--- src/hdl/button_click_classifier_assert.svh ---
`ifndef BUTTON_CLICK_CLASSIFIER_ASSERT_SVH
`define BUTTON_CLICK_CLASSIFIER_ASSERT_SVH

// Concurrent check on the rising edge of clk, off while rst is high.
`define BCC_ASSERT(label, prop, msg) \
  label: assert property (@(posedge clk) disable iff (rst) (prop)) else $error(msg);

// Implication whose result is checked at the next clock edge, off while rst is high.
`define BCC_ASSERT_NEXT(label, cond, prop, msg) \
  label: assert property (@(posedge clk) disable iff (rst) (cond) |=> (prop)) \
    else $error(msg);

`endif

--- src/hdl/bcc_pkg.sv ---
`default_nettype none

package bcc_pkg;

  localparam int NUM_BUTTONS = 8;
  localparam int COUNT_WIDTH = 16;
  localparam int ADDR_W      = (NUM_BUTTONS > 1) ? $clog2(NUM_BUTTONS) : 1;
  localparam int IDX_W       = 3;
  localparam int CFG_W       = 16;
  localparam int CFG_IDX_W   = 2;

  localparam logic [COUNT_WIDTH-1:0] COUNT_MAX = {COUNT_WIDTH{1'b1}};

  typedef enum logic [1:0] {
    EV_NONE   = 2'd0,
    EV_SINGLE = 2'd1,
    EV_DOUBLE = 2'd2,
    EV_LONG   = 2'd3
  } bcc_event_t;

  typedef enum logic [CFG_IDX_W-1:0] {
    REG_ACTIVE_LEVEL_MASK = 2'd0,
    REG_LONG_THRESHOLD    = 2'd1,
    REG_SHORT_THRESHOLD   = 2'd2,
    REG_DOUBLE_WINDOW     = 2'd3
  } bcc_reg_t;

  // One button's entry in the state memory.
  typedef struct packed {
    logic                   detect_started;
    logic                   last_pressed;
    logic [COUNT_WIDTH-1:0] hold_ticks;
    logic [1:0]             click_count;
    logic [COUNT_WIDTH-1:0] gap_ticks;
  } bcc_state_t;

  // Thresholds that the update logic needs.
  typedef struct packed {
    logic [CFG_W-1:0] long_threshold;
    logic [CFG_W-1:0] short_threshold;
    logic [CFG_W-1:0] double_window;
  } bcc_thresh_t;

  function automatic logic [COUNT_WIDTH-1:0] sat_inc(input logic [COUNT_WIDTH-1:0] v);
    return (v == COUNT_MAX) ? COUNT_MAX : v + COUNT_WIDTH'(1);
  endfunction

endpackage

`default_nettype wire

--- src/hdl/bcc_ram.sv ---
`default_nettype none

module bcc_ram #(
  parameter int WIDTH = 8,
  parameter int DEPTH = 8
) (
  input  wire logic                                      clk,
  input  wire logic                                      we,
  input  wire logic [((DEPTH > 1) ? $clog2(DEPTH) : 1)-1:0] waddr,
  input  wire logic [WIDTH-1:0]                          wdata,
  input  wire logic                                      re,
  input  wire logic [((DEPTH > 1) ? $clog2(DEPTH) : 1)-1:0] raddr,
  output logic      [WIDTH-1:0]                          rdata
);

  logic [WIDTH-1:0] mem [DEPTH];

  // Read returns the old contents when read and write hit the same entry.
  always_ff @(posedge clk) begin
    if (re) begin
      rdata <= mem[raddr];
    end
    if (we) begin
      mem[waddr] <= wdata;
    end
  end

endmodule

`default_nettype wire

--- src/hdl/bcc_update.sv ---
`default_nettype none

module bcc_update (
  input  wire bcc_pkg::bcc_state_t  cur,
  input  wire logic                 pressed,
  input  wire bcc_pkg::bcc_thresh_t thr,
  output bcc_pkg::bcc_state_t       nxt,
  output bcc_pkg::bcc_event_t       code
);

  import bcc_pkg::*;

  logic [COUNT_WIDTH-1:0] hold_inc;
  logic [COUNT_WIDTH-1:0] gap_inc;
  logic [1:0]             click_inc;

  always_comb begin
    hold_inc  = sat_inc(cur.hold_ticks);
    gap_inc   = sat_inc(cur.gap_ticks);
    click_inc = (cur.click_count == 2'd3) ? 2'd3 : cur.click_count + 2'd1;
    nxt       = cur;
    code      = EV_NONE;

    if (!cur.detect_started && pressed) begin
      // Held since start-up: only remember the level.
      nxt.last_pressed = 1'b1;
    end else begin
      if (pressed) begin
        if (!cur.last_pressed) begin
          nxt.hold_ticks = '0;
        end else begin
          nxt.hold_ticks = hold_inc;
          if (32'(thr.long_threshold) < 32'(hold_inc)) begin
            code = EV_LONG;
          end
        end
      end else if (cur.last_pressed) begin
        if ((32'(cur.hold_ticks) < 32'(thr.long_threshold)) &&
            (32'(cur.hold_ticks) > 32'(thr.short_threshold))) begin
          nxt.hold_ticks  = '0;
          nxt.click_count = click_inc;
          nxt.gap_ticks   = '0;
          if (click_inc > 2'd1) begin
            nxt.click_count = 2'd0;
            code            = EV_DOUBLE;
          end
        end
      end else begin
        nxt.detect_started = 1'b1;
        if (cur.click_count == 2'd1) begin
          nxt.gap_ticks = gap_inc;
          if (32'(gap_inc) > 32'(thr.double_window)) begin
            nxt.click_count = 2'd0;
            nxt.gap_ticks   = '0;
            code            = EV_SINGLE;
          end
        end
      end
      nxt.last_pressed = pressed;
    end
  end

endmodule

`default_nettype wire

--- src/hdl/button_click_classifier.sv ---
`default_nettype none

// Button click classifier. Each input transfer is one tick sample of one
// button's raw pin level (s_tdata: bits 2:0 button_index, bit 3 pin_level);
// each one yields exactly one output transfer carrying the button index in
// m_tdata bits 2:0 and the event in m_tuser (0 none, 1 single click, 2 double
// click, 3 long hold), in input order. Per-button state lives in a small
// synchronous RAM: a sample reads its button's entry when it is accepted,
// and when stage 1 advances the entry is updated and written back and the
// output register is loaded. One sample per clock is sustained while the
// output is not stalled; the loop that sets this figure is the state RAM's
// read-modify-write, which a bypass register closes when consecutive
// samples hit the same button. A sample passes through the stage 1
// registers and then the output register, whose valid bit drives m_tvalid.
// Reset clears a valid bit per entry, so there is no clearing pass.
// Configuration is written through cfg_we, cfg_index and cfg_data; the user
// must write it only while the block is idle, which the block does not enforce.
module button_click_classifier (
  input  wire logic                        clk,
  input  wire logic                        rst,
  // Input samples.
  input  wire logic                        s_tvalid,
  output logic                             s_tready,
  input  wire logic [7:0]                  s_tdata,   // [2:0] button_index, [3] pin_level
  // Output events.
  output logic                             m_tvalid,
  input  wire logic                        m_tready,
  output logic      [7:0]                  m_tdata,   // [2:0] event_button
  output logic      [1:0]                  m_tuser,   // [1:0] event_code
  // Configuration writes.
  input  wire logic                        cfg_we,
  input  wire logic [bcc_pkg::CFG_IDX_W-1:0] cfg_index,
  input  wire logic [bcc_pkg::CFG_W-1:0]   cfg_data
);

  import bcc_pkg::*;

  `include "button_click_classifier_assert.svh"

  // Configuration registers.
  logic [7:0]       active_level_mask;
  logic [CFG_W-1:0] long_threshold;
  logic [CFG_W-1:0] short_threshold;
  logic [CFG_W-1:0] double_window;

  always_ff @(posedge clk) begin
    if (rst) begin
      active_level_mask <= 8'd1;
      long_threshold    <= CFG_W'(200);
      short_threshold   <= CFG_W'(3);
      double_window     <= CFG_W'(50);
    end else if (cfg_we) begin
      unique case (bcc_reg_t'(cfg_index))
        REG_ACTIVE_LEVEL_MASK: active_level_mask <= cfg_data[7:0];
        REG_LONG_THRESHOLD:    long_threshold    <= cfg_data;
        REG_SHORT_THRESHOLD:   short_threshold   <= cfg_data;
        REG_DOUBLE_WINDOW:     double_window     <= cfg_data;
        default: ;
      endcase
    end
  end

  // Handshake and pipeline control. Stage 1 holds the sample whose RAM read
  // is in flight; it moves on when the output register is free or drains.
  logic s_accept;
  logic adv;
  logic s1_valid;
  logic out_valid;

  assign adv      = s1_valid && (!out_valid || m_tready);
  assign s_tready = !s1_valid || adv;
  assign s_accept = s_tvalid && s_tready;

  // Stage 1 registers.
  logic [IDX_W-1:0]  s1_idx;
  logic              s1_level;
  logic              s1_entry_valid;
  logic [NUM_BUTTONS-1:0] entry_valid;

  logic [ADDR_W-1:0] in_addr;
  logic [ADDR_W-1:0] s1_addr;
  logic              s1_in_range;

  assign in_addr     = s_tdata[ADDR_W-1:0];
  assign s1_addr     = s1_idx[ADDR_W-1:0];
  assign s1_in_range = (32'(s1_idx) < NUM_BUTTONS);

  always_ff @(posedge clk) begin
    if (rst) begin
      s1_valid <= 1'b0;
    end else if (s_accept) begin
      s1_valid <= 1'b1;
    end else if (adv) begin
      s1_valid <= 1'b0;
    end
  end

  always_ff @(posedge clk) begin
    if (s_accept) begin
      s1_idx         <= s_tdata[IDX_W-1:0];
      s1_level       <= s_tdata[3];
      s1_entry_valid <= entry_valid[in_addr];
    end
  end

  // State RAM and its write-back path.
  bcc_state_t ram_rdata;
  bcc_state_t upd_next;
  bcc_event_t upd_code;
  logic       ram_we;

  assign ram_we = adv && s1_in_range;

  bcc_ram #(
    .WIDTH ($bits(bcc_state_t)),
    .DEPTH (NUM_BUTTONS)
  ) u_state_ram (
    .clk   (clk),
    .we    (ram_we),
    .waddr (s1_addr),
    .wdata (upd_next),
    .re    (s_accept),
    .raddr (in_addr),
    .rdata (ram_rdata)
  );

  // Entries never written read as zero.
  always_ff @(posedge clk) begin
    if (rst) begin
      entry_valid <= '0;
    end else if (ram_we) begin
      entry_valid[s1_addr] <= 1'b1;
    end
  end

  // The bypass holds the most recent write. A read issued at the same edge
  // as that write saw the old entry, so a matching address takes the bypass.
  logic              byp_valid;
  logic [ADDR_W-1:0] byp_addr;
  bcc_state_t        byp_data;

  always_ff @(posedge clk) begin
    if (rst) begin
      byp_valid <= 1'b0;
    end else if (ram_we) begin
      byp_valid <= 1'b1;
    end
  end

  always_ff @(posedge clk) begin
    if (ram_we) begin
      byp_addr <= s1_addr;
      byp_data <= upd_next;
    end
  end

  bcc_state_t  cur_state;
  bcc_thresh_t thr;
  logic        pressed;

  always_comb begin
    if (byp_valid && (byp_addr == s1_addr)) begin
      cur_state = byp_data;
    end else if (s1_entry_valid) begin
      cur_state = ram_rdata;
    end else begin
      cur_state = '0;
    end
    pressed             = (s1_level == active_level_mask[s1_idx]);
    thr.long_threshold  = long_threshold;
    thr.short_threshold = short_threshold;
    thr.double_window   = double_window;
  end

  bcc_update u_update (
    .cur     (cur_state),
    .pressed (pressed),
    .thr     (thr),
    .nxt     (upd_next),
    .code    (upd_code)
  );

  // Output register.
  logic [IDX_W-1:0] out_button;
  bcc_event_t       out_code;

  always_ff @(posedge clk) begin
    if (rst) begin
      out_valid <= 1'b0;
    end else if (adv) begin
      out_valid <= 1'b1;
    end else if (m_tready) begin
      out_valid <= 1'b0;
    end
  end

  always_ff @(posedge clk) begin
    if (adv) begin
      out_button <= s1_idx;
      out_code   <= s1_in_range ? upd_code : EV_NONE;
    end
  end

  assign m_tvalid = out_valid;
  assign m_tdata  = {{(8 - IDX_W){1'b0}}, out_button};
  assign m_tuser  = out_code;

  // A double click always leaves the click count cleared.
  `BCC_ASSERT(a_double_clears,
              !(ram_we && upd_code == EV_DOUBLE) || upd_next.click_count == 2'd0,
              "double click left click count set")
  // The input side stalls only behind a full stage 1 and a blocked output.
  `BCC_ASSERT(a_stall_cause,
              s_tready || (s1_valid && out_valid && !m_tready),
              "input stalled without cause")
  // Every write-back lands in the bypass register.
  `BCC_ASSERT_NEXT(a_bypass_load, ram_we,
                   byp_valid && byp_addr == $past(s1_addr),
                   "bypass missed a write")

endmodule

`default_nettype wire
--- config.mk ---
export PLATFORM = sky130hd
export DESIGN_NAME = button_click_classifier
export DESIGN_NICKNAME = d
export VERILOG_FILES = /design/src/hdl/bcc_pkg.sv /design/src/hdl/bcc_ram.sv /design/src/hdl/bcc_update.sv /design/src/hdl/button_click_classifier.sv
export VERILOG_INCLUDE_DIRS = /design/src /design/src/hdl
export SDC_FILE = /design/constraint.sdc
export NUM_CORES = 1
export LEC_CHECK = 0
export ABC_AREA = 1
export BUFFER_PORTS_ARGS = -buffer_cell sky130_fd_sc_hd__buf_2
export CORE_ASPECT_RATIO = 0.7
export CORE_MARGIN = 2
export CORE_UTILIZATION = 35
export DETAILED_ROUTE_END_ITERATION = 6
export PLACE_DENSITY = 0.49
export SLEW_MARGIN = 30
export SYNTH_ARGS = -nofsm -noshare
export SYNTH_HDL_FRONTEND = slang
export SYNTH_SLANG_ARGS = --single-unit
--- constraint.sdc ---
create_clock -name clk -period 7.78 [get_ports clk]
set_clock_uncertainty 0.1 [all_clocks]
set_input_delay 0.778 -clock clk [delete_from_list [all_inputs] [get_ports clk]]
set_output_delay 0.778 -clock clk [all_outputs]
set_load 0.01 [all_outputs]
Word level (Yosys, flattened, before mapping)
Memories as Yosys holds them, arrays and structs flattened. A register that Yosys moved wholly into a read port is not among the register bits.
Index checks and enable logic that the tools add are counted.
- RAM bits: 288
- memories: 1
- input bits: 31
- bits in registers: 113
- output and inout port bits: 12
- word-level logic and storage cells: 97
- memory list (memory ; depth ; bits a word ; read ports ; clocked after Yosys merged registers in ; write ports ; RTL line ; source):
    u_state_ram.mem ; 8 ; 36 ; 1 ; 1 ; 1 ; bcc_ram.sv:16 ; logic [WIDTH-1:0] mem [DEPTH];
- reductions and logical operators: 18
- eq/ne operators: 9
- muxes and demuxes: 39
- bitwise logic cells: 1
- add/sub/neg operators: 3
- magnitude comparators: 8
- operators with widths (operator ; number):
    two-way mux 16 bit ; 5
    two-way mux 18 bit ; 4
    two-way mux 36 bit ; 2
    two-way mux 34 bit ; 2
    adder 16 x 1 -> 16 bit (second input constant) ; 2
    == test 16 bit (second input constant) ; 2
    > comparator 16 bit ; 2
    < comparator 16 bit ; 2
    two-way mux 2 bit ; 8
    two-way mux 1 bit ; 15
    < comparator 3 x 4 -> 1 bit (second input constant) ; 2
    OR 8 bit ; 1
    AND reduction 2 bit ; 4
    binary-select mux 1 bit (select 3 bit) ; 2
    == test 2 bit (second input constant) ; 3
    logical AND 1 bit ; 6
    == test 2 x 1 -> 1 bit (second input constant) ; 2
    nonzero test 2 bit ; 2
    demux 1 bit (select 3 bit) ; 1
    == test 3 bit ; 1
    greater-or-equal comparator 3 x 1 -> 1 bit (second input constant) ; 1
    zero test 1 bit ; 3
    adder 2 x 1 -> 2 bit (second input constant) ; 1
    > comparator 2 x 1 -> 1 bit (second input constant) ; 1
    other kinds (3) ; 4

Longest topological paths before layout
Gate-level depths: netlist of the first run.
- word-level depth: 11
- depth in mapped cells: 32
- gate-level depth less buffers: 28

Hierarchy
From an unflattened synthesis of the first run, not the netlist that was laid out.
- cells, all modules: 2471
- area, all modules: 21724.6 um^2
- by module, submodules not included (module ; cells each ; area each (um^2) ; instances):
    bcc_ram ; 1297 ; 13641.8 ; 1
    button_click_classifier ; 588 ; 4832.1 ; 1
    bcc_update ; 586 ; 3250.6 ; 1

Worst setup path after synthesis of the first run
No wires, ideal clock.
- path type: input -> register
- start point: in m_tready
- end point: mem u_state_ram.mem[0][0] (netlist bit) (enable)
- path buffers: 0
- slack: 2.618 ns
- cell stages on the path: 4
- arrival: 4.539 ns
- cell sequence: inv_1 nand2_1 nand2_1 nor4_1
- word-level cells in the longest chain between the ends: 4
- ends and longest elaborated chain (item ; RTL line ; source):
    start, declared ; button_click_classifier.sv:27 ; input wire logic m_tready,
    logical OR 1 bit ; button_click_classifier.sv:70 ; assign adv = s1_valid && (!out_valid || m_tready);
    logical AND 1 bit ; button_click_classifier.sv:70 ;
    two-way mux 1 bit ; bcc_ram.sv:23 ; if (we) begin
    two-way mux 1 bit (implied by the code) ; bcc_ram.sv:24 ; mem[waddr] <= wdata;
    end, declared ; bcc_ram.sv:16 ;
Every way passes these cells.

Worst setup path in the final report of the first run
- start point: reg s1_idx[0], in the netlist s1_addr[0]
- end point: mem u_state_ram.mem[5][10] (netlist bit), data pin
- word-level cells in the longest chain between the ends: 11
- ends and longest elaborated chain (item ; RTL line ; source):
    start, declared ; button_click_classifier.sv:75 ; logic [IDX_W-1:0] s1_idx;
    start signal, assigned ; button_click_classifier.sv:100 ; s1_idx <= s_tdata[IDX_W-1:0];
    == test 3 bit ; button_click_classifier.sv:162 ; if (byp_valid && (byp_addr == s1_addr)) begin
    logical AND 1 bit ; button_click_classifier.sv:162 ;
    two-way mux 36 bit ; button_click_classifier.sv:162 ;
    adder 16 x 1 -> 16 bit or == test 16 bit (tied branches) ; bcc_pkg.sv:45 ; return (v == COUNT_MAX) ? COUNT_MAX : v + COUNT_WIDTH'(1);
    two-way mux 16 bit ; bcc_pkg.sv:45 ;
    > comparator 16 bit ; bcc_update.sv:52 ; if (32'(gap_inc) > 32'(thr.double_window)) begin
    two-way mux 18 bit ; bcc_update.sv:52 ;
    two-way mux 18 bit ; bcc_update.sv:50 ; if (cur.click_count == 2'd1) begin
    two-way mux 18 bit ; bcc_update.sv:37 ; end else if (cur.last_pressed) begin
    two-way mux 18 bit ; bcc_update.sv:28 ; if (pressed) begin
    two-way mux 34 bit (*) ; bcc_update.sv:24 ; if (!cur.detect_started && pressed) begin
    via u_state_ram.wdata[10] ; bcc_ram.sv:10 ; input wire logic [WIDTH-1:0] wdata,
Mark *: on every way through the listed nets, which the timed path passes. The rest lies on a longest branch. The select of a mux whose other input is x is not followed.

==> impl_metrics.sql, run 1 <==
INSERT INTO impl_metrics (metric_group, metric, value, unit) VALUES
('status', 'outcome', 'finished, final reports clean', ''),
('floorplanning', 'fp.dieW', '288', 'um'),
('power', 'total_power', '5.39', 'mW'),
('min_path', 'hold_depth', '1', ''),
('floorplanning', 'die-area', '58300', 'um^2'),
('timing', 'finalSetupViolCount', '0', ''),
('yosys', 'multiplexer_share_of_the_synthesized_area', '0', '%'),
('floorplanning', 'boundaryPins', '43', ''),
('grt', 'track_usage', '17.6', '%'),
('timing', 'final.min_clock_period', '6270', 'ps'),
('grt', 'gr-total-overflow', '0', ''),
('detailed_routing', 'route.vias.total', '13500', ''),
('yosys', 'synth.ff_latch_count', '437', ''),
('yosys', 'synth_compound_gate_area_share', '12.8', '%'),
('worst_setup_path', 'worstReg2RegEnd', 'u_state_ram.mem[5][10]$_DFFE_PP_', ''),
('grt', 'gr_util_met3', '2.99', '%'),
('place', 'number_of_cells_in_the_design_after_placement', '2579', ''),
('clock_tree', 'cts_setup_buffers', '0', ''),
('detailed_routing', 'drt-total-wl', '51400', 'um'),
('clock_tree', 'clk_root_buffer_cell', 'sky130_fd_sc_hd__clkbuf_16', ''),
('yosys', 'synth_common_cells', 'sky130_fd_sc_hd__edfxtp_1 (370), sky130_fd_sc_hd__nor2_1 (328), sky130_fd_sc_hd__o21ai_0 (225)', ''),
('worst_setup_path', 'timing.critical_path.required', '7930', 'ps'),
('clock_tree', 'cts_repair_resize_count', '0', ''),
('worst_setup_path', 'worst_setup_path_end_kind', 'register', ''),
('power', 'ir_drop', '174', 'uV'),
('worst_setup_path', 'cp_data_arrival_time', '6420', 'ps'),
('yosys', 'ys_types', '49', ''),
('yosys', 'synth_top_family_by_area', 'simple AND/OR/NAND/NOR gates', ''),
('clock_tree', 'clock_latency', '560', 'ps'),
('clock_tree', 'cts_inserted_buffers', '43', ''),
('detailed_routing', 'postRouteAntennaNets', '0', ''),
('detailed_routing', 'detail_route.drc_violations', '0', ''),
('yosys', 'synth.cell_area', '19700', 'um^2'),
('grt', 'grt_max_degree', '78', ''),
('yosys', 'synth.top_cell.area_share', '56.3', '%'),
('yosys', 'most_common_flop_cell_mapped_by_yosys', 'sky130_fd_sc_hd__edfxtp_1', ''),
('run', 'maxCapViolations', '0', ''),
('timing', 'final_hold_viol_count', '0', ''),
('worst_setup_path', 'r2r_cells', '24', ''),
('grt', 'vias_in_the_first_global_route', '12500', ''),
('timing', 'slew-limit-headroom', '34.4', '%'),
('worst_setup_path', 'path_common_cell', 'sky130_fd_sc_hd__inv_1', ''),
('yosys', 'yosys.area_share.adder', '4.06', '%'),
('yosys', 'asyncSetResetFlopFracSynth', '0', '%'),
('detailed_routing', 'routed_via_density', '5.10', ''),
('yosys', 'yosys.area_share.simple', '14.5', '%'),
('detailed_routing', 'drt_wl_cell', '19.3', 'um'),
('grt', 'met2_usage', '26.7', '%'),
('worst_setup_path', 'worstSetupPathType', 'reg2reg', ''),
('yosys', 'synth_warnings', '0', ''),
('timing', 'setup_tns', '0', 'ps'),
('timing', 'min_period_over_period', '80.6', '%'),
('place', 'gpl.final_weighted_congestion', '0.846', ''),
('floorplanning', 'dieHeight', '203', 'um'),
('detailed_routing', 'first_iter_violations', '1154', ''),
('cells_and_area', 'fin_area', '22000', 'um^2'),
('cells_and_area', 'finish.cell_count_without_fillers', '2656', ''),
('grt', 'initial_antenna_violation_count', '1', ''),
('yosys', 'yosysTopAreaCell', 'sky130_fd_sc_hd__edfxtp_1', ''),
('power', 'clock_power_share', '39.4', '%'),
('yosys', 'syn_avg_cell_area', '10.5', 'um^2'),
('power', 'p_comb_share', '10.6', '%'),
('clock_tree', 'clock_tree.htree_level_count', '2', ''),
('worst_setup_path', 'critical_path.max_stage_delay', '650', 'ps'),
('timing', 'timing.fmax', '159', 'MHz'),
('grt', 'grt.met1_usage', '26.4', '%'),
('detailed_routing', 'drt_pass1_iterations', '5', ''),
('yosys', 'post_synth_inst_count', '1878', ''),
('worst_setup_path', 'r2r_startpoint', 's1_addr[0]$_DFFE_PP_', ''),
('yosys', 'synthMostInstantiatedCell', 'sky130_fd_sc_hd__edfxtp_1', ''),
('power', 'power_switching', '1.34', 'mW');
[cell usage in the layout, fill, tap and decap left out, drive strengths merged, types with 13 or more instances in the layout]
cell	n
edfxtp	370
nor2	343
o21ai	259
nand2	209
inv	140
a21oi	90
dfxtp	67
nand3	66
ha	64
clkbuf	58
buf	54
o22ai	38
a31oi	38
nor3	17
clkinv	15
nand4	13
[critical path, delay by kind of cell, from the launching register on]
kind	cells	cell delay, ps
simple gates	9	1960
flops	1	580
fa+ha+maj	2	490
buf+inv	5	450
compound gates	8	2330
[kinds of logic after synthesis]
kind of cell,count (synthesis)
buf+inv,238
other cells,1
fa+ha+maj,64
compound gates,456
flops,437
simple gates,669
xor+xnor,13
[sequential cells by signal, summed over array words and instances (netlist names)]
| name | cells |
|---|---|
| u_state_ram.mem | 288 |
| byp_data | 36 |
| u_state_ram.rdata | 36 |
| double_window | 16 |
| long_threshold | 16 |
| short_threshold | 16 |
| active_level_mask | 8 |
| entry_valid | 8 |
| out_button | 3 |
| s1_addr | 3 |
| m_tuser | 2 |
| byp_valid | 1 |
| m_tvalid | 1 |
| s1_entry_valid | 1 |
| s1_level | 1 |
| s1_valid | 1 |
[power groups by stage]
stage               combinational, mW  sequential (mW)  clock [mW]
floorplan                       0.395             2.73           0
global placement                0.563             2.74           0
detailed placement              0.573             2.74           0
CTS                             0.576             2.69        2.17
global route                    0.648             2.70        2.27
finish                          0.572             2.69        2.12
[how the worst max path moves through the flow]
stage                         start                               end  slack, ps  cells past startpoint
4_1_cts        s1_addr[0]$_DFFE_PP_  u_state_ram.mem[5][10]$_DFFE_PP_       1550                     24
5_1_grt        s1_addr[0]$_DFFE_PP_  u_state_ram.mem[5][10]$_DFFE_PP_        990                     25
3_5_place_dp   s1_addr[0]$_DFFE_PP_  u_state_ram.mem[5][10]$_DFFE_PP_       1610                     24
3_3_place_gp   s1_addr[0]$_DFFE_PP_  u_state_ram.mem[5][10]$_DFFE_PP_       1660                     24
6_report       s1_addr[0]$_DFFE_PP_  u_state_ram.mem[5][10]$_DFFE_PP_       1510                     24
2_1_floorplan              m_tready   u_state_ram.mem[0][0]$_DFFE_PP_       2620                      4
[per-stage QoR]
step,worst slack (ps),hold WS [ps]
floorplan,2620,328
global placement,1660,344
detailed placement,1610,345
CTS,1550,279
global route,994,282
finish,1510,308
[final cells by class]
cell class	count	area (um^2)
Fill cell	5431	33500
Inverter	141	536
Tap cell	740	926
Clock inverter	19	175
Multi-Input combinational cell	1207	6360
Clock buffer	58	1250
Sequential cell	437	12500
Timing Repair Buffer	54	325
[routing by layer]
layer  up-vias  part of all wire (%)
met3        51                   5.4
met1      6585                    49
met2       289                    44
met4         0                   1.4
met5         -                     0
li1       6614                     -
Power figures use the tool's default switching activity.
==> run 2, diff against run 1 <==
--- a/config.mk
+++ b/config.mk
@@ -6,7 +6,7 @@
 export SDC_FILE = /design/constraint.sdc
 export NUM_CORES = 1
 export LEC_CHECK = 0
-export ABC_AREA = 1
+export ABC_AREA = 0
 export BUFFER_PORTS_ARGS = -buffer_cell sky130_fd_sc_hd__buf_2
 export CORE_ASPECT_RATIO = 0.7
 export CORE_MARGIN = 2
==> constraint.sdc (replaced) <==
create_clock -name clk -period 5.85 [get_ports clk]
set_clock_uncertainty 0.1 [all_clocks]
set_input_delay 0.585 -clock clk [delete_from_list [all_inputs] [get_ports clk]]
set_output_delay 0.585 -clock clk [all_outputs]
set_load 0.01 [all_outputs]
==> impl_metrics.sql, run 2 <==
INSERT INTO impl_metrics (metric_group, metric, value, unit) VALUES
('status', 'outcome', 'finished, final reports clean', ''),
('yosys', 'multiplexer_share_of_the_synthesized_area', '12.9', '%'),
('worst_setup_path', 'worstSetupPathType', 'reg2reg', ''),
('clock_tree', 'clock_tree.htree_level_count', '2', ''),
('detailed_routing', 'detail_route.drc_violations', '0', ''),
('yosys', 'yosys.area_share.adder', '4.09', '%'),
('clock_tree', 'post_cts_hold_buffer_count', '0', ''),
('worst_setup_path', 'r2r_cells', '21', ''),
('worst_setup_path', 'critical_path.startpoint_type', 'register', ''),
('timing', 'slew-limit-headroom', '35.7', '%'),
('detailed_routing', 'first_iter_violations', '972', ''),
('cells_and_area', 'number_of_flip_flops_in_the_largest_register', '288', ''),
('worst_setup_path', 'timing.critical_path.required', '6150', 'ps'),
('floorplanning', 'die-area', '57800', 'um^2'),
('clock_tree', 'clock_path_buffers', '3', ''),
('timing', 'grt_setup_unrepaired', 'false', ''),
('grt', 'grt_max_degree', '68', ''),
('yosys', 'synth_warnings', '0', ''),
('worst_setup_path', 'r2r_startpoint', 's1_addr[0]$_DFFE_PP_', ''),
('yosys', 'xor_and_xnor_area_share_after_synthesis', '1.04', '%'),
('worst_setup_path', 'worst_setup_path_end_kind', 'register', ''),
('timing', 'min_period_over_period', '92.1', '%'),
('grt', 'track_usage', '16.9', '%'),
('clock_tree', 'sinks_on_the_clock_net', '437', ''),
('yosys', 'post_synth_inst_count', '1390', ''),
('yosys', 'ys_types', '68', ''),
('cells_and_area', 'fin_area', '22200', 'um^2'),
('worst_setup_path', 'setup.worst_path.start', 's1_addr[0]$_DFFE_PP_', ''),
('worst_setup_path', 'critical_path.max_fanout', '13', ''),
('worst_setup_path', 'worst_setup_path_endpoint', 'u_state_ram.mem[4][13]$_DFFE_PP_', ''),
('timing', 'timing.fmax', '186', 'MHz'),
('grt', 'initial_antenna_violation_count', '1', ''),
('detailed_routing', 'routed_via_density', '5.21', ''),
('floorplanning', 'rows', '72', ''),
('detailed_routing', 'drt_pass1_iterations', '6', ''),
('place', 'buffer_ports.inserted', '33', ''),
('cells_and_area', 'drive_above_1_share', '19.1', '%'),
('floorplanning', 'start_util', '35.4', '%'),
('detailed_routing', 'drt-total-wl', '48400', 'um'),
('yosys', 'synth.ff_latch_count', '437', ''),
('clock_tree', 'cts_inserted_buffers', '43', ''),
('grt', 'gr-total-overflow', '0', ''),
('yosys', 'synthMostInstantiatedCell', 'sky130_fd_sc_hd__edfxtp_1', ''),
('yosys', 'asyncSetResetFlopFracSynth', '0', '%'),
('clock_tree', 'cts.clk_slew.worst_paths', '60', 'ps'),
('min_path', 'hold_depth', '1', ''),
('timing', 'final_hold_viol_count', '0', ''),
('clock_tree', 'cts_setup_buffers', '0', ''),
('worst_setup_path', 'critPathBufInv', '4', ''),
('worst_setup_path', 'path_common_cell', 'sky130_fd_sc_hd__buf_4', ''),
('timing', 'finalSetupViolCount', '0', ''),
('yosys', 'synth.cell_area', '19600', 'um^2'),
('cells_and_area', 'antenna_cells', '0', ''),
('cells_and_area', 'largest_registers', 'u_state_ram.mem: 288 flops, byp_data: 36 flops, u_state_ram.rdata: 36 flops', ''),
('cells_and_area', 'final_common_cell', 'sky130_fd_sc_hd__edfxtp_1', ''),
('place', 'place.detailed.hpwl', '30300', 'um'),
('worst_setup_path', 'critical_path.cell_chain', 'xnor2_1 -> nand4_2 -> and3_1 -> a21oi_1 -> inv_1 -> ha_1 -> nand4_1 -> mux2i_1 -> and2b_1 -> nand2_1 -> buf_4 -> nand2_1 -> ha_1 -> a2111oi_0 -> o21ai_0 -> a2bb2oi_1 -> o21ai_1 -> nand3_1 -> buf_4 -> o22ai_1 -> buf_4', ''),
('yosys', 'synth.top_cell.area_share', '56.8', '%'),
('timing', 'maxSlewViolCount', '0', ''),
('place', 'gpl.final_weighted_congestion', '0.809', ''),
('power', 'cellPowerDensity', '310', 'nW/um^2'),
('worst_setup_path', 'reg2reg_slack', '460', 'ps'),
('worst_setup_path', 'cp.depth', '21', ''),
('cells_and_area', 'registers.top_by_ff_count', 'u_state_ram.mem', ''),
('yosys', 'most_common_flop_cell_mapped_by_yosys', 'sky130_fd_sc_hd__edfxtp_1', ''),
('grt', 'vias_in_the_first_global_route', '11400', ''),
('clock_tree', 'cts_repair_resize_count', '0', ''),
('worst_setup_path', 'critical-path-top-delay-family', 'compound AO/OA/AOI/OAI gates', ''),
('yosys', 'yosys.area_share.simple', '8.69', '%'),
('floorplanning', 'dieHeight', '202', 'um'),
('detailed_routing', 'route.vias.total', '11500', ''),
('cells_and_area', 'finish.net_count', '1542', ''),
('grt', 'grt_first_pass_wirelength', '73100', 'um'),
('yosys', 'synth_edf_count', '370', ''),
('floorplanning', 'core', '55200', 'um^2'),
('yosys', 'netlist_top_cells_area', 'sky130_fd_sc_hd__edfxtp_1 (57%), sky130_fd_sc_hd__mux4_2 (8.8%), sky130_fd_sc_hd__dfxtp_1 (6.9%)', ''),
('cells_and_area', 'mostFrequentLayoutCells', 'sky130_fd_sc_hd__edfxtp_1 (370), sky130_fd_sc_hd__nand2_1 (143), sky130_fd_sc_hd__a21oi_1 (95)', ''),
('detailed_routing', 'drt_wl_cell', '21.8', 'um'),
('clock_tree', 'cts_tree', 'done', ''),
('timing', 'tightest_slew', '962', 'ps'),
('power', 'ir_drop', '204', 'uV'),
('power', 'power.leakage', '7.82', 'nW'),
('yosys', 'share_of_the_yosys_chip_area_belonging_to_registers', '63.7', '%'),
('timing', 'final.min_clock_period', '5390', 'ps'),
('min_path', 'hp-class', 'in2reg', ''),
('yosys', 'synth_compound_gate_area_share', '6.42', '%'),
('detailed_routing', 'postRouteAntennaNets', '0', ''),
('yosys', 'synth_top_family_by_area', 'multiplexers', ''),
('worst_setup_path', 'critical_path.max_stage_delay', '500', 'ps'),
('cells_and_area', 'area_growth', '13.5', '%'),
('run', 'maxCapViolations', '0', ''),
('clock_tree', 'clock_latency', '550', 'ps'),
('worst_setup_path', 'cp_data_arrival_time', '5680', 'ps'),
('yosys', 'synth_common_cells', 'sky130_fd_sc_hd__edfxtp_1 (370), sky130_fd_sc_hd__nand2_1 (143), sky130_fd_sc_hd__a21oi_1 (95)', ''),
('yosys', 'syn_avg_cell_area', '14.1', 'um^2'),
('place', 'placement_cell_area', '20800', 'um^2'),
('floorplanning', 'fp.dieW', '287', 'um'),
('clock_tree', 'clk_root_buffer_cell', 'sky130_fd_sc_hd__clkbuf_16', ''),
('floorplanning', 'boundaryPins', '43', ''),
('worst_setup_path', 'slowest_stage', 'sky130_fd_sc_hd__edfxtp_1', ''),
('yosys', 'yosysTopAreaCell', 'sky130_fd_sc_hd__edfxtp_1', ''),
('worst_setup_path', 'worstReg2RegEnd', 'u_state_ram.mem[4][13]$_DFFE_PP_', ''),
('timing', 'setup_tns', '0', 'ps');
[run 2: changes by cell type after synthesis, sizes merged, moves of 18 or more]
cell    delta
clkbuf    -38
mux4      +76
nand3     -32
mux2      +47
a31oi     -35
mux2i     +25
o21ai    -230
nand2     -65
o22ai     -18
nor2     -265
inv       -57
and3      +28
[run 2: worst min path at each step]
stage / startpoint / endpoint / slack [ps]
after floorplan: s1_addr[2]$_DFFE_PP_ / out_button[2]$_DFFE_PP_ / 320
after global placement: short_threshold[11]$_SDFFE_PP0P_ / short_threshold[11]$_SDFFE_PP0P_ / 340
after detailed placement: short_threshold[12]$_SDFFE_PP0P_ / short_threshold[12]$_SDFFE_PP0P_ / 350
after CTS: s_tdata[3] / s1_level$_DFFE_PP_ / 80
after global routing: s_tdata[3] / s1_level$_DFFE_PP_ / 90
final: s_tdata[3] / s1_level$_DFFE_PP_ / 110
[run 2: kinds of logic after synthesis]
kind of cell | count (synthesis)
AOI/OAI and AO/OA | 206
xor gates and xnor gates | 21
adders and majority gates | 64
buffers and inverters | 151
DFF | 437
muxes | 148
other | 1
and+or+nand+nor | 362
[run 2: report_power, final]
group	internal (mW)	switching [mW]	total (mW)
clock	1.61	1.18	2.78
combinational	0.215	0.356	0.570
sequential	3.49	0.0449	3.53
[run 2: stage by stage]
step	hold WS, ps	total power, mW	worst slack, ps	utilization, %	instances
2_1_floorplan	321	3.96	650	-	1394
3_3_place_gp	344	4.16	556	37.6	2141
3_5_place_dp	348	4.17	444	37.6	2141
4_1_cts	83.0	6.96	394	40.2	2217
5_1_grt	89.3	7.15	83.6	40.2	2218
6_report	109	6.89	462	40.2	2218
[run 2: final cells by class]
type | count | area (um^2)
fill | 5169 | 33000
timing repair buffer | 76 | 531
inverter | 83 | 312
clock buffer | 60 | 1230
clock inverter | 16 | 159
sequential | 437 | 12500
multi-input combinational | 806 | 6600
tap | 740 | 926
[run 2: layer usage]
metal	wire [um]	global-route usage, %	share of wire [%]	vias up
met5	0	0	0	-
met4	658	3.12	1.4	0
met1	24100	25.7	50	5884
li1	-	-	-	5357
met2	21200	25.3	44	250
met3	2440	3.06	5.0	55
